==> src/rtl/mtc_pkg.sv <==
// Package for the MIDI timecode tracker: item layout, opcode and carry codes,
// timecode limits and the reciprocal constants of the count-to-digit split.
// No dependencies.
`timescale 1ns / 1ps

package mtc_pkg;

  // Opcodes of an input word.
  typedef enum logic [1:0] {
    OP_TICK = 2'd0,
    OP_LOAD = 2'd1,
    OP_SET  = 2'd2
  } op_t;

  // Highest rollover caused by a quarter-frame tick.
  typedef enum logic [2:0] {
    CARRY_NONE   = 3'd0,
    CARRY_FRAME  = 3'd1,
    CARRY_SECOND = 3'd2,
    CARRY_MINUTE = 3'd3,
    CARRY_HOUR   = 3'd4
  } carry_t;

  // Timecode limits.
  localparam logic [5:0] FRAMES_PER_SECOND  = 6'd30;
  localparam logic [6:0] SECONDS_PER_MINUTE = 7'd60;
  localparam logic [6:0] MINUTES_PER_HOUR   = 7'd60;
  localparam logic [5:0] HOURS_PER_CYCLE    = 6'd32;
  localparam logic [4:0] HOUR_MASK          = 5'h1f;

  // Quarter-frame counts per unit.
  localparam logic [6:0]  QF_PER_SECOND = 7'd120;
  localparam logic [12:0] QF_PER_MINUTE = 13'd7200;
  localparam logic [18:0] QF_PER_HOUR   = 19'd432000;
  localparam logic [23:0] QF_CYCLE      = 24'd13824000;

  // Reciprocals for exact division: floor(x / d) = (x * ceil(2^s / d)) >> s
  // holds for all x below 2^n when s = n + ceil(log2(d)).
  localparam int HOUR_SHIFT = 43;
  localparam int MIN_SHIFT  = 32;
  localparam int SEC_SHIFT  = 20;

  localparam logic [63:0] HOUR_RECIP_FULL =
    ((64'd1 << HOUR_SHIFT) + 64'(QF_PER_HOUR) - 64'd1) / 64'(QF_PER_HOUR);
  localparam logic [63:0] MIN_RECIP_FULL =
    ((64'd1 << MIN_SHIFT) + 64'(QF_PER_MINUTE) - 64'd1) / 64'(QF_PER_MINUTE);
  localparam logic [63:0] SEC_RECIP_FULL =
    ((64'd1 << SEC_SHIFT) + 64'(QF_PER_SECOND) - 64'd1) / 64'(QF_PER_SECOND);

  localparam logic [24:0] HOUR_RECIP = HOUR_RECIP_FULL[24:0];
  localparam logic [19:0] MIN_RECIP  = MIN_RECIP_FULL[19:0];
  localparam logic [13:0] SEC_RECIP  = SEC_RECIP_FULL[13:0];

  // Depth of the conversion pipeline.
  localparam int NUM_STAGES = 8;

  // One word as it travels through the conversion pipeline. For a load,
  // work and count hold partial sums of the linear count until it is final;
  // for a set, work holds the remainder still to be split into digits.
  typedef struct packed {
    logic [1:0]  op;
    logic [4:0]  hours;
    logic [5:0]  minutes;
    logic [5:0]  seconds;
    logic [4:0]  frames;
    logic [23:0] count;
    logic [23:0] work;
  } item_t;

endpackage

==> src/rtl/mtc_convert.sv <==
// Conversion pipeline of the MIDI timecode tracker: computes the linear count
// of a full-frame load and splits a set count into digits, eight stages.
// Depends on mtc_pkg.
`timescale 1ns / 1ps

module mtc_convert (
  input  logic          clk,
  input  logic          rst,
  input  logic          up_valid,
  output logic          up_stall,
  input  mtc_pkg::item_t up_item,
  output logic          down_valid,
  input  logic          down_ready,
  output mtc_pkg::item_t down_item
);

  logic [mtc_pkg::NUM_STAGES-1:0] v;
  logic [mtc_pkg::NUM_STAGES:0]   adv;
  mtc_pkg::item_t                 st  [mtc_pkg::NUM_STAGES];
  mtc_pkg::item_t                 nxt [mtc_pkg::NUM_STAGES];

  logic [48:0] prod_h;
  logic [38:0] prod_m;
  logic [26:0] prod_s;
  logic [23:0] sec_rem;
  logic [23:0] set_rebuild;

  // Bring a value below 2^24 into one 32-hour cycle.
  function automatic logic [23:0] reduce_cycle(input logic [23:0] x);
    return (x >= mtc_pkg::QF_CYCLE) ? x - mtc_pkg::QF_CYCLE : x;
  endfunction

  // A stage takes a new word when it is empty or its word moves on.
  always_comb begin
    adv[mtc_pkg::NUM_STAGES] = down_ready;
    for (int k = mtc_pkg::NUM_STAGES - 1; k >= 0; k--) begin
      adv[k] = !v[k] || adv[k+1];
    end
  end

  assign up_stall   = !adv[0];
  assign down_valid = v[mtc_pkg::NUM_STAGES-1];
  assign down_item  = st[mtc_pkg::NUM_STAGES-1];

  assign nxt[0] = up_item;

  // Stage 1: reduce a set count; form the hour and lower parts of a load.
  always_comb begin
    nxt[1] = st[0];
    unique case (st[0].op)
      mtc_pkg::OP_SET: begin
        nxt[1].count = reduce_cycle(st[0].count);
        nxt[1].work  = reduce_cycle(st[0].count);
      end
      mtc_pkg::OP_LOAD: begin
        nxt[1].work  = 24'(st[0].hours) * 24'(mtc_pkg::QF_PER_HOUR);
        nxt[1].count = 24'(st[0].minutes) * 24'(mtc_pkg::QF_PER_MINUTE)
                     + 24'(st[0].seconds) * 24'(mtc_pkg::QF_PER_SECOND)
                     + {17'd0, st[0].frames, 2'b00};
      end
      default: begin
      end
    endcase
  end

  // Stage 2: hours of a set count; sum of the load parts.
  assign prod_h = 49'(st[1].work) * 49'(mtc_pkg::HOUR_RECIP);

  always_comb begin
    nxt[2] = st[1];
    unique case (st[1].op)
      mtc_pkg::OP_SET:  nxt[2].hours = prod_h[mtc_pkg::HOUR_SHIFT +: 5];
      mtc_pkg::OP_LOAD: nxt[2].count = st[1].work + st[1].count;
      default: begin
      end
    endcase
  end

  // Stage 3: remainder below one hour; wrap of the load count.
  always_comb begin
    nxt[3] = st[2];
    unique case (st[2].op)
      mtc_pkg::OP_SET:
        nxt[3].work = st[2].work - 24'(st[2].hours) * 24'(mtc_pkg::QF_PER_HOUR);
      mtc_pkg::OP_LOAD: nxt[3].count = reduce_cycle(st[2].count);
      default: begin
      end
    endcase
  end

  // Stage 4: minutes of the remainder.
  assign prod_m = 39'(st[3].work[18:0]) * 39'(mtc_pkg::MIN_RECIP);

  always_comb begin
    nxt[4] = st[3];
    if (st[3].op == mtc_pkg::OP_SET) begin
      nxt[4].minutes = prod_m[mtc_pkg::MIN_SHIFT +: 6];
    end
  end

  // Stage 5: remainder below one minute.
  always_comb begin
    nxt[5] = st[4];
    if (st[4].op == mtc_pkg::OP_SET) begin
      nxt[5].work = st[4].work - 24'(st[4].minutes) * 24'(mtc_pkg::QF_PER_MINUTE);
    end
  end

  // Stage 6: seconds of the remainder.
  assign prod_s = 27'(st[5].work[12:0]) * 27'(mtc_pkg::SEC_RECIP);

  always_comb begin
    nxt[6] = st[5];
    if (st[5].op == mtc_pkg::OP_SET) begin
      nxt[6].seconds = prod_s[mtc_pkg::SEC_SHIFT +: 6];
    end
  end

  // Stage 7: remainder below one second gives the frame digit.
  assign sec_rem = st[6].work - 24'(st[6].seconds) * 24'(mtc_pkg::QF_PER_SECOND);

  always_comb begin
    nxt[7] = st[6];
    if (st[6].op == mtc_pkg::OP_SET) begin
      nxt[7].work   = sec_rem;
      nxt[7].frames = sec_rem[6:2];
    end
  end

  // Stage valid bits.
  always_ff @(posedge clk) begin
    if (rst) begin
      v <= '0;
    end else begin
      if (adv[0]) begin
        v[0] <= up_valid;
      end
      for (int k = 1; k < mtc_pkg::NUM_STAGES; k++) begin
        if (adv[k]) begin
          v[k] <= v[k-1];
        end
      end
    end
  end

  // Stage payload.
  always_ff @(posedge clk) begin
    for (int k = 0; k < mtc_pkg::NUM_STAGES; k++) begin
      if (adv[k]) begin
        st[k] <= nxt[k];
      end
    end
  end

  // Digits of a finished set put back together, for checking only.
  assign set_rebuild = 24'(down_item.hours) * 24'(mtc_pkg::QF_PER_HOUR)
                     + 24'(down_item.minutes) * 24'(mtc_pkg::QF_PER_MINUTE)
                     + 24'(down_item.seconds) * 24'(mtc_pkg::QF_PER_SECOND)
                     + {17'd0, down_item.frames, 2'b00};

  a_set_digits_in_range: assert property (@(posedge clk) disable iff (rst)
    down_valid && down_item.op == mtc_pkg::OP_SET |->
      7'(down_item.minutes) < mtc_pkg::MINUTES_PER_HOUR &&
      7'(down_item.seconds) < mtc_pkg::SECONDS_PER_MINUTE &&
      6'(down_item.frames) < mtc_pkg::FRAMES_PER_SECOND)
    else $error("set split produced a digit out of range");

  a_set_digits_match_count: assert property (@(posedge clk) disable iff (rst)
    down_valid && down_item.op == mtc_pkg::OP_SET |->
      down_item.count >= set_rebuild && (down_item.count - set_rebuild) < 24'd4)
    else $error("set digits do not match the linear count");

  a_load_count_wrapped: assert property (@(posedge clk) disable iff (rst)
    down_valid && down_item.op == mtc_pkg::OP_LOAD |->
      down_item.count < mtc_pkg::QF_CYCLE)
    else $error("load count not reduced into one cycle");

endmodule

==> src/rtl/mtc_state.sv <==
// Timecode state of the MIDI timecode tracker: applies ticks, loads and sets
// in order and holds the result word on the output channel.
// Depends on mtc_pkg.
`timescale 1ns / 1ps

module mtc_state (
  input  logic           clk,
  input  logic           rst,
  input  logic           item_valid,
  output logic           item_ready,
  input  mtc_pkg::item_t item,
  output logic           out_valid,
  input  logic           out_stall,
  output logic [4:0]     hours,
  output logic [5:0]     minutes,
  output logic [5:0]     seconds,
  output logic [4:0]     frames,
  output logic [1:0]     quarter_phase,
  output logic [23:0]    linear_count,
  output logic [2:0]     carry_code
);

  logic [4:0]      hour_reg,   hour_next;
  logic [5:0]      minute_reg, minute_next;
  logic [5:0]      second_reg, second_next;
  logic [4:0]      frame_reg,  frame_next;
  logic [1:0]      phase_reg,  phase_next;
  logic [23:0]     count_reg,  count_next;
  mtc_pkg::carry_t carry_reg,  carry_next;

  logic [5:0]      tick_frame;
  logic [6:0]      tick_second;
  logic [6:0]      tick_minute;
  logic [5:0]      tick_hour;
  logic [23:0]     tick_count;
  mtc_pkg::carry_t tick_carry;
  logic            take;

  // The state registers are the result word; a new word enters once the
  // previous result has been taken.
  assign item_ready = !out_valid || !out_stall;
  assign take       = item_valid && item_ready;

  // Quarter-frame tick: advance the phase and carry through the digits.
  always_comb begin
    tick_frame  = {1'b0, frame_reg} + {5'd0, phase_reg == 2'd3};
    tick_second = {1'b0, second_reg};
    tick_minute = {1'b0, minute_reg};
    tick_hour   = {1'b0, hour_reg};
    tick_carry  = (phase_reg == 2'd3) ? mtc_pkg::CARRY_FRAME : mtc_pkg::CARRY_NONE;
    tick_count  = (count_reg == mtc_pkg::QF_CYCLE - 24'd1) ? '0 : count_reg + 24'd1;
    if (tick_frame >= mtc_pkg::FRAMES_PER_SECOND) begin
      tick_frame  = '0;
      tick_second = tick_second + 7'd1;
      tick_carry  = mtc_pkg::CARRY_SECOND;
    end
    if (tick_second >= mtc_pkg::SECONDS_PER_MINUTE) begin
      tick_second = '0;
      tick_minute = tick_minute + 7'd1;
      tick_carry  = mtc_pkg::CARRY_MINUTE;
    end
    if (tick_minute >= mtc_pkg::MINUTES_PER_HOUR) begin
      tick_minute = '0;
      tick_hour   = tick_hour + 6'd1;
      tick_carry  = mtc_pkg::CARRY_HOUR;
    end
    if (tick_hour >= mtc_pkg::HOURS_PER_CYCLE) begin
      tick_hour = '0;
    end
  end

  // Next state by opcode; the unused opcode leaves the timecode, phase and count as they are and clears the carry code.
  always_comb begin
    hour_next   = hour_reg;
    minute_next = minute_reg;
    second_next = second_reg;
    frame_next  = frame_reg;
    phase_next  = phase_reg;
    count_next  = count_reg;
    carry_next  = mtc_pkg::CARRY_NONE;
    unique case (item.op)
      mtc_pkg::OP_TICK: begin
        hour_next   = tick_hour[4:0];
        minute_next = tick_minute[5:0];
        second_next = tick_second[5:0];
        frame_next  = tick_frame[4:0];
        phase_next  = phase_reg + 2'd1;
        count_next  = tick_count;
        carry_next  = tick_carry;
      end
      mtc_pkg::OP_LOAD, mtc_pkg::OP_SET: begin
        hour_next   = item.hours & mtc_pkg::HOUR_MASK;
        minute_next = item.minutes;
        second_next = item.seconds;
        frame_next  = item.frames;
        phase_next  = '0;
        count_next  = item.count;
      end
      default: begin
      end
    endcase
  end

  // State and result registers.
  always_ff @(posedge clk) begin
    if (rst) begin
      hour_reg   <= '0;
      minute_reg <= '0;
      second_reg <= '0;
      frame_reg  <= '0;
      phase_reg  <= '0;
      count_reg  <= '0;
      carry_reg  <= mtc_pkg::CARRY_NONE;
      out_valid  <= 1'b0;
    end else begin
      if (item_ready) begin
        out_valid <= item_valid;
      end
      if (take) begin
        hour_reg   <= hour_next;
        minute_reg <= minute_next;
        second_reg <= second_next;
        frame_reg  <= frame_next;
        phase_reg  <= phase_next;
        count_reg  <= count_next;
        carry_reg  <= carry_next;
      end
    end
  end

  assign hours         = hour_reg;
  assign minutes       = minute_reg;
  assign seconds       = second_reg;
  assign frames        = frame_reg;
  assign quarter_phase = phase_reg;
  assign linear_count  = count_reg;
  assign carry_code    = carry_reg;

  a_count_in_cycle: assert property (@(posedge clk) disable iff (rst)
    count_reg < mtc_pkg::QF_CYCLE)
    else $error("linear count left the 32-hour cycle");

  a_carry_only_on_tick: assert property (@(posedge clk) disable iff (rst)
    take && item.op != mtc_pkg::OP_TICK |=> carry_code == mtc_pkg::CARRY_NONE)
    else $error("carry reported for a word that is not a tick");

  a_tick_advances_phase: assert property (@(posedge clk) disable iff (rst)
    take && item.op == mtc_pkg::OP_TICK |=>
      quarter_phase == $past(quarter_phase) + 2'd1)
    else $error("tick did not advance the quarter-frame phase");

endmodule

==> src/rtl/midi_timecode_tracker.sv <==
// Path: an accepted word is registered in the first of the eight conversion
// stages, passes through the later stages in order while no stall holds it,
// and from the last stage loads the state stage that drives the output ports.
// Throughput: one word per cycle while the output is not stalled; a stalled
// result still lets the pipeline fill.
// Reset: timecode 00:00:00:00, phase 0, count 0; pipeline and output emptied.
`timescale 1ns / 1ps

module midi_timecode_tracker (
  input  logic        clk,
  input  logic        rst,
  input  logic        in_valid,
  output logic        in_stall,
  input  logic [1:0]  opcode,
  input  logic [7:0]  hour_byte,
  input  logic [5:0]  minute_in,
  input  logic [5:0]  second_in,
  input  logic [4:0]  frame_in,
  input  logic [23:0] linear_in,
  output logic        out_valid,
  input  logic        out_stall,
  output logic [4:0]  hours,
  output logic [5:0]  minutes,
  output logic [5:0]  seconds,
  output logic [4:0]  frames,
  output logic [1:0]  quarter_phase,
  output logic [23:0] linear_count,
  output logic [2:0]  carry_code
);

  mtc_pkg::item_t in_item;
  mtc_pkg::item_t conv_item;
  logic           conv_valid;
  logic           conv_ready;

  // Gather the input word; only the low five bits of the hour byte count.
  always_comb begin
    in_item         = '0;
    in_item.op      = opcode;
    in_item.hours   = hour_byte[4:0] & mtc_pkg::HOUR_MASK;
    in_item.minutes = minute_in;
    in_item.seconds = second_in;
    in_item.frames  = frame_in;
    in_item.count   = linear_in;
  end

  mtc_convert u_convert (
    .clk        (clk),
    .rst        (rst),
    .up_valid   (in_valid),
    .up_stall   (in_stall),
    .up_item    (in_item),
    .down_valid (conv_valid),
    .down_ready (conv_ready),
    .down_item  (conv_item)
  );

  mtc_state u_state (
    .clk           (clk),
    .rst           (rst),
    .item_valid    (conv_valid),
    .item_ready    (conv_ready),
    .item          (conv_item),
    .out_valid     (out_valid),
    .out_stall     (out_stall),
    .hours         (hours),
    .minutes       (minutes),
    .seconds       (seconds),
    .frames        (frames),
    .quarter_phase (quarter_phase),
    .linear_count  (linear_count),
    .carry_code    (carry_code)
  );

endmodule
==> config.mk <==
export PLATFORM = sky130hd
export DESIGN_NAME = midi_timecode_tracker
export DESIGN_NICKNAME = d
export VERILOG_FILES = /design/src/rtl/mtc_pkg.sv /design/src/rtl/mtc_convert.sv /design/src/rtl/mtc_state.sv /design/src/rtl/midi_timecode_tracker.sv
export SDC_FILE = /design/constraint.sdc
export NUM_CORES = 2
export LEC_CHECK = 0
export BUFFER_PORTS_ARGS = -buffer_cell sky130_fd_sc_hd__buf_2
export CAP_MARGIN = 20
export CORE_ASPECT_RATIO = 0.75
export CORE_UTILIZATION = 55
export DETAILED_ROUTE_END_ITERATION = 16
export GPL_TIMING_DRIVEN = 0
export PLACE_DENSITY = 0.72
export SETUP_SLACK_MARGIN = 0.3
export SLEW_MARGIN = 20
export SYNTH_ARGS = -nofsm -noshare
export SYNTH_HDL_FRONTEND = slang
export SYNTH_SLANG_ARGS = --single-unit
==> constraint.sdc <==
create_clock -name clk -period 20.1 [get_ports clk]
set_input_delay 0 -clock clk [delete_from_list [all_inputs] [get_ports clk]]
set_output_delay 0 -clock clk [all_outputs]
set_load 0.01 [all_outputs]
# Yosys cells after proc, flatten, opt, wreduce, memory -nomap -nowiden
# Memories as Yosys holds them, arrays and structs flattened.
# Index checks and enable logic that the tools add are counted.
# totals
input_bits	55
romBits	0
ff_bits	60
mem_count	1
ramBits	576
output_inout_bits	53
latch_bits	0
wordCells	132
# classes
bitwise_logic	0
div_mod_pow	0
magnitude_cmp	6
n_addsub	14
muxes	47
reduce_logical	25
multipliers	9
n_eq_ne	14
n_shift	0
# mem_list
memory	depth	width	read_ports	rd_ports_with_merged_regs	write_ports	line_no	text
u_convert.st	8	72	8	0	8	mtc_convert.sv:19	mtc_pkg::item_t st [mtc_pkg::NUM_STAGES];
# op_table
operator	count
$mux W24	8
$pmux W48 S2	1
$ge A24 B24 Y1 const B	2
$mul A24 B25 Y48 const B	1
$pmux W24 S2	1
$sub A24 B24 Y24 const B	2
$mul A19 B18 Y36 const B	1
$mul A5 B12 Y17 const B	2
$mux W6	5
$mul A6 B8 Y14 const B	2
$mul A13 B14 Y26 const B	1
$add A24 B1 Y24 const B	1
$add A24 B24 Y24	1
$add A24 B7 Y24	1
$eq A24 B24 Y1 const B	1
$pmux W6 S2	2
$sub A24 B13 Y24	1
$sub A24 B19 Y24	1
$sub A24 B24 Y24	1
$add A19 B13 Y20	1
$mul A6 B4 Y10 const B	2
$mux W5	4
$pmux W5 S2	2
$eq A2 B2 Y1 const B	9
other kinds (19)	62

# Logic depth before layout (Yosys ltp)
# depth
word_depth	12
depth_mapped	25
ltp_nobuf	25

# By module
# Synthesis repeated with hierarchy kept, for this count alone.
# unflattened
cells_unflattened	4129
hier_area_um2	47870.9
# modules_own_cells
mod	area_each_um2	cells_per_inst	n_inst	seq_area_each_um2
mtc_convert	44433.9	3666	1	17456.7
mtc_state	3433.3	462	1	1041.0
midi_timecode_tracker	3.8	1	1	0.0

# Least setup slack after synthesis
# OpenSTA, ideal clock, no wires.
# synth_timing
kind	register to register
startpoint	memory u_convert.st[0][94] (netlist name)
endpoint	memory u_convert.st[0][213] (netlist name), data pin
setup_ns	0.135
required_time_ns	19.965
t_arrival_ns	6.186
path_buffers	0
slack_ns	13.779
path_stages_with_launch	22
synth_period_minus_slack_ns	6.321
cell_sequence	edfxtp_1 > fa_1 > inv_1 > fa_1 > inv_1 > fa_1 > fa_1 > fa_1 > fa_1 > inv_1 > fa_1 > inv_1 > ha_1 > a21o_1 > a21oi_1 > o21ai_0 > a22oi_1 > o21ai_0 > o41ai_1 > o21ai_0 > or4_1 > nand3_1
# synth_lines
item	line_no
start: declaration	mtc_convert.sv:19

==> run metrics <==
outcome finished, final reports clean; placed inst area 0.0431 mm^2; Final Power 5.19 mW; Worst setup SP type flop; # rows 86; layer with the highest usage met2; Ports 108; pwr dens 114 mW/mm^2; pin count of the biggest net entering global routing 61; CORE AREA 0.0737 mm^2; crit path kind flop to flop; area grow syn2layout 10.2%; critical path peak fanout 8; Setup-failing EPs final 0; Tcrit/Tclk final 0.394; class of the worst hold path input port to flop; worst endpoint required time 20.45 ns; Clk Latency, worst-skew pair 0.59 ns; crit path DAT 8.27 ns; post-synth cell types 86; WL/cell 18.7 um; Sink Count 537; CP Capture Type flop; M3 GR Usage 0.0328; unrepaired setup endpoints after global routing false; layout cell share with drive strength beyond 1 0.0631; GRT overflow 0; Seq cells post-synth 537; GR Util met1 0.366; Synthesized Nets 4583; Seq/Total Area, Yosys 0.377; setup TNS 0 ns; final WL 88700 um; number of global-route vias before repair 26400; CTS Buf Count 50; hpwl dp 69800 um; Detailed Routing Iterations Pass 1 7; fin. max-slew vios 0; design area 0.0453 mm^2; H-tree level count 2; IO Port Bufs 104; number of diodes 0; Die Span X 318 um; maximum clock frequency 0.126 GHz; Synth top area share 0.348; Commonest cells post-synth 691 x inv_1, 637 x ha_1, 477 x edfxtp_1; Final Critical Period 7.92 ns; Worst-Margin Slew 1.02 ns; Root Buffer clkbuf_16; clk buf depth 3; setup skew after layout 0.0173 ns; leakage 22.0 nW; met2 Use GR 0.373; synthesized cell area 0.0411 mm^2; Post-Syn Instances 3527; DRC 0; Synth Flop Type edfxtp_1; Syn. warnings 0; CTS tree yes; GRT Util Overall 0.241; MaxCap Viol Count 0; Final Hold Vio Count 0; max_slew headroom 0.315; antenna violations before repair 0; EDFF count, synth 477; Post CTS Setup Buffer Count 0; Nets 4801; Synth area leader edfxtp_1; Synth async-reset ratio 0; Die ar. 0.0759 mm^2; dominant cells by area after synthesis edfxtp_1 35%, ha_1 19%, fa_1 18%; initial core utilization 0.558; first-pass GRT wire length 143000 um; vias after detailed routing 26000; die height 239 um; remaining antenna violation count 0; VDD IR max 0.132 mV; Clk pin slew, worst setup/hold paths 0.08 ns; top-count cell post-synth inv_1; DR vias/cell 5.48; Placer Congestion 0.938; hold slack 0.112 ns; Mean Syn Cell Area 11.7 um^2; initial drt markers 2001
per-layer routing:
layer  part of all wire  vias to the layer above
met5                  0                        -
met4              0.013                        0
met3              0.066                       81
met2               0.44                      749
met1               0.48                    12700
li1                   -                    12500
area by class of cell:
cell class              count  area, um^2
fillers                  5825       28400
multi-input cells        2246       22800
flip-flops and latches    537       15500
clock inverters            35         394
well taps                 968        1210
repair buffers            166        1230
plain buffers              53         210
inverters                 691        2600
clock buffers              59        1310
report_power, final:
group          internal (mW)  leakage, nW  switching (mW)
Combinational           1.17         15.4            1.52
Sequential              1.38         5.80           0.129
Clock                  0.553        0.821           0.436
final timing paths:
kind / cells after the start / endpoint / startpoint / slack, ns
worst min register to register: 0 / u_convert.st[1][170]$_DFFE_PP_ / u_convert.st[1][98]$_DFFE_PP_ / 0.41
worst min-delay path: 2 / u_convert.st[0][59]$_DFFE_PN_ / minute_in[0] / 0.11
worst max-delay path: 20 / u_convert.st[0][212]$_DFFE_PP_ / u_convert.st[0][75]$_DFFE_PP_ / 12.18
worst max register to register: 20 / u_convert.st[0][212]$_DFFE_PP_ / u_convert.st[0][75]$_DFFE_PP_ / 12.18
placed cells by master (no fill, tap or decap), drive strengths merged, types with 17 or more instances in the layout:
master,instances
and2,23
nand2,181
dfxtp,60
a211oi,23
o21ai,145
nand4,21
clkbuf,106
xor2,54
a21o,56
buf,121
nor2,126
dlygate4sd3,51
xnor2,87
o31ai,17
nor2b,22
fa,364
a21oi,127
edfxtp,477
nand3,48
o21a,23
inv,701
nor3,45
ha,637
nand2b,17
worst max-delay path: stages (launching register included):
cell       delay, ns
edfxtp_1        0.65
ha_1            0.64
inv_1           0.16
fa_1            0.59
fa_1            0.44
fa_1            0.51
inv_1           0.05
fa_1            0.47
fa_1            0.55
inv_1           0.07
fa_1            0.57
inv_1           0.05
ha_1            0.29
nand3_1         0.13
nor3_1          0.29
o2111ai_1       0.14
o21ai_0         0.80
o41ai_1         0.14
o21ai_0         0.63
xnor2_1         0.12
o21ai_0         0.36
stage by stage:
| step | util | instances | setup slack, ns |
|---|---|---|---|
| 2_1_floorplan | - | 3527 | 13.78 |
| 3_3_place_gp | 0.582 | 4599 | 12.27 |
| 3_5_place_dp | 0.585 | 4610 | 12.26 |
| 4_1_cts | 0.615 | 4755 | 12.22 |
| 5_1_grt | 0.615 | 4755 | 11.88 |
| 6_report | 0.615 | 4755 | 12.18 |
timing repair:
action	CTS	global route
hold buffers	51	0
hold endpoints to repair	60	0
gates resized for setup	0	0
setup endpoints to repair	0	0
cells by family after synthesis:
logic type,Yosys count,share of synthesized area
flip-flops,537,0.377
AND/OR/NAND/NOR,548,0.0639
multiplexers,13,0.00335
adder cells (fa/ha/maj),1002,0.371
AO/OA/AOI/OAI,542,0.0860
buffers and inverters,744,0.0682
XOR/XNOR,141,0.0300
state kept, by name, summed over array words and instances, names as in the netlist:
signal / flops
u_convert.st: 477
u_convert.v: 8
u_state.carry_code: 3
u_state.frames: 5
u_state.hours: 5
u_state.linear_count: 24
u_state.minutes: 6
u_state.out_valid: 1
u_state.quarter_phase: 2
u_state.seconds: 6
(Power assumes the default switching activity.)
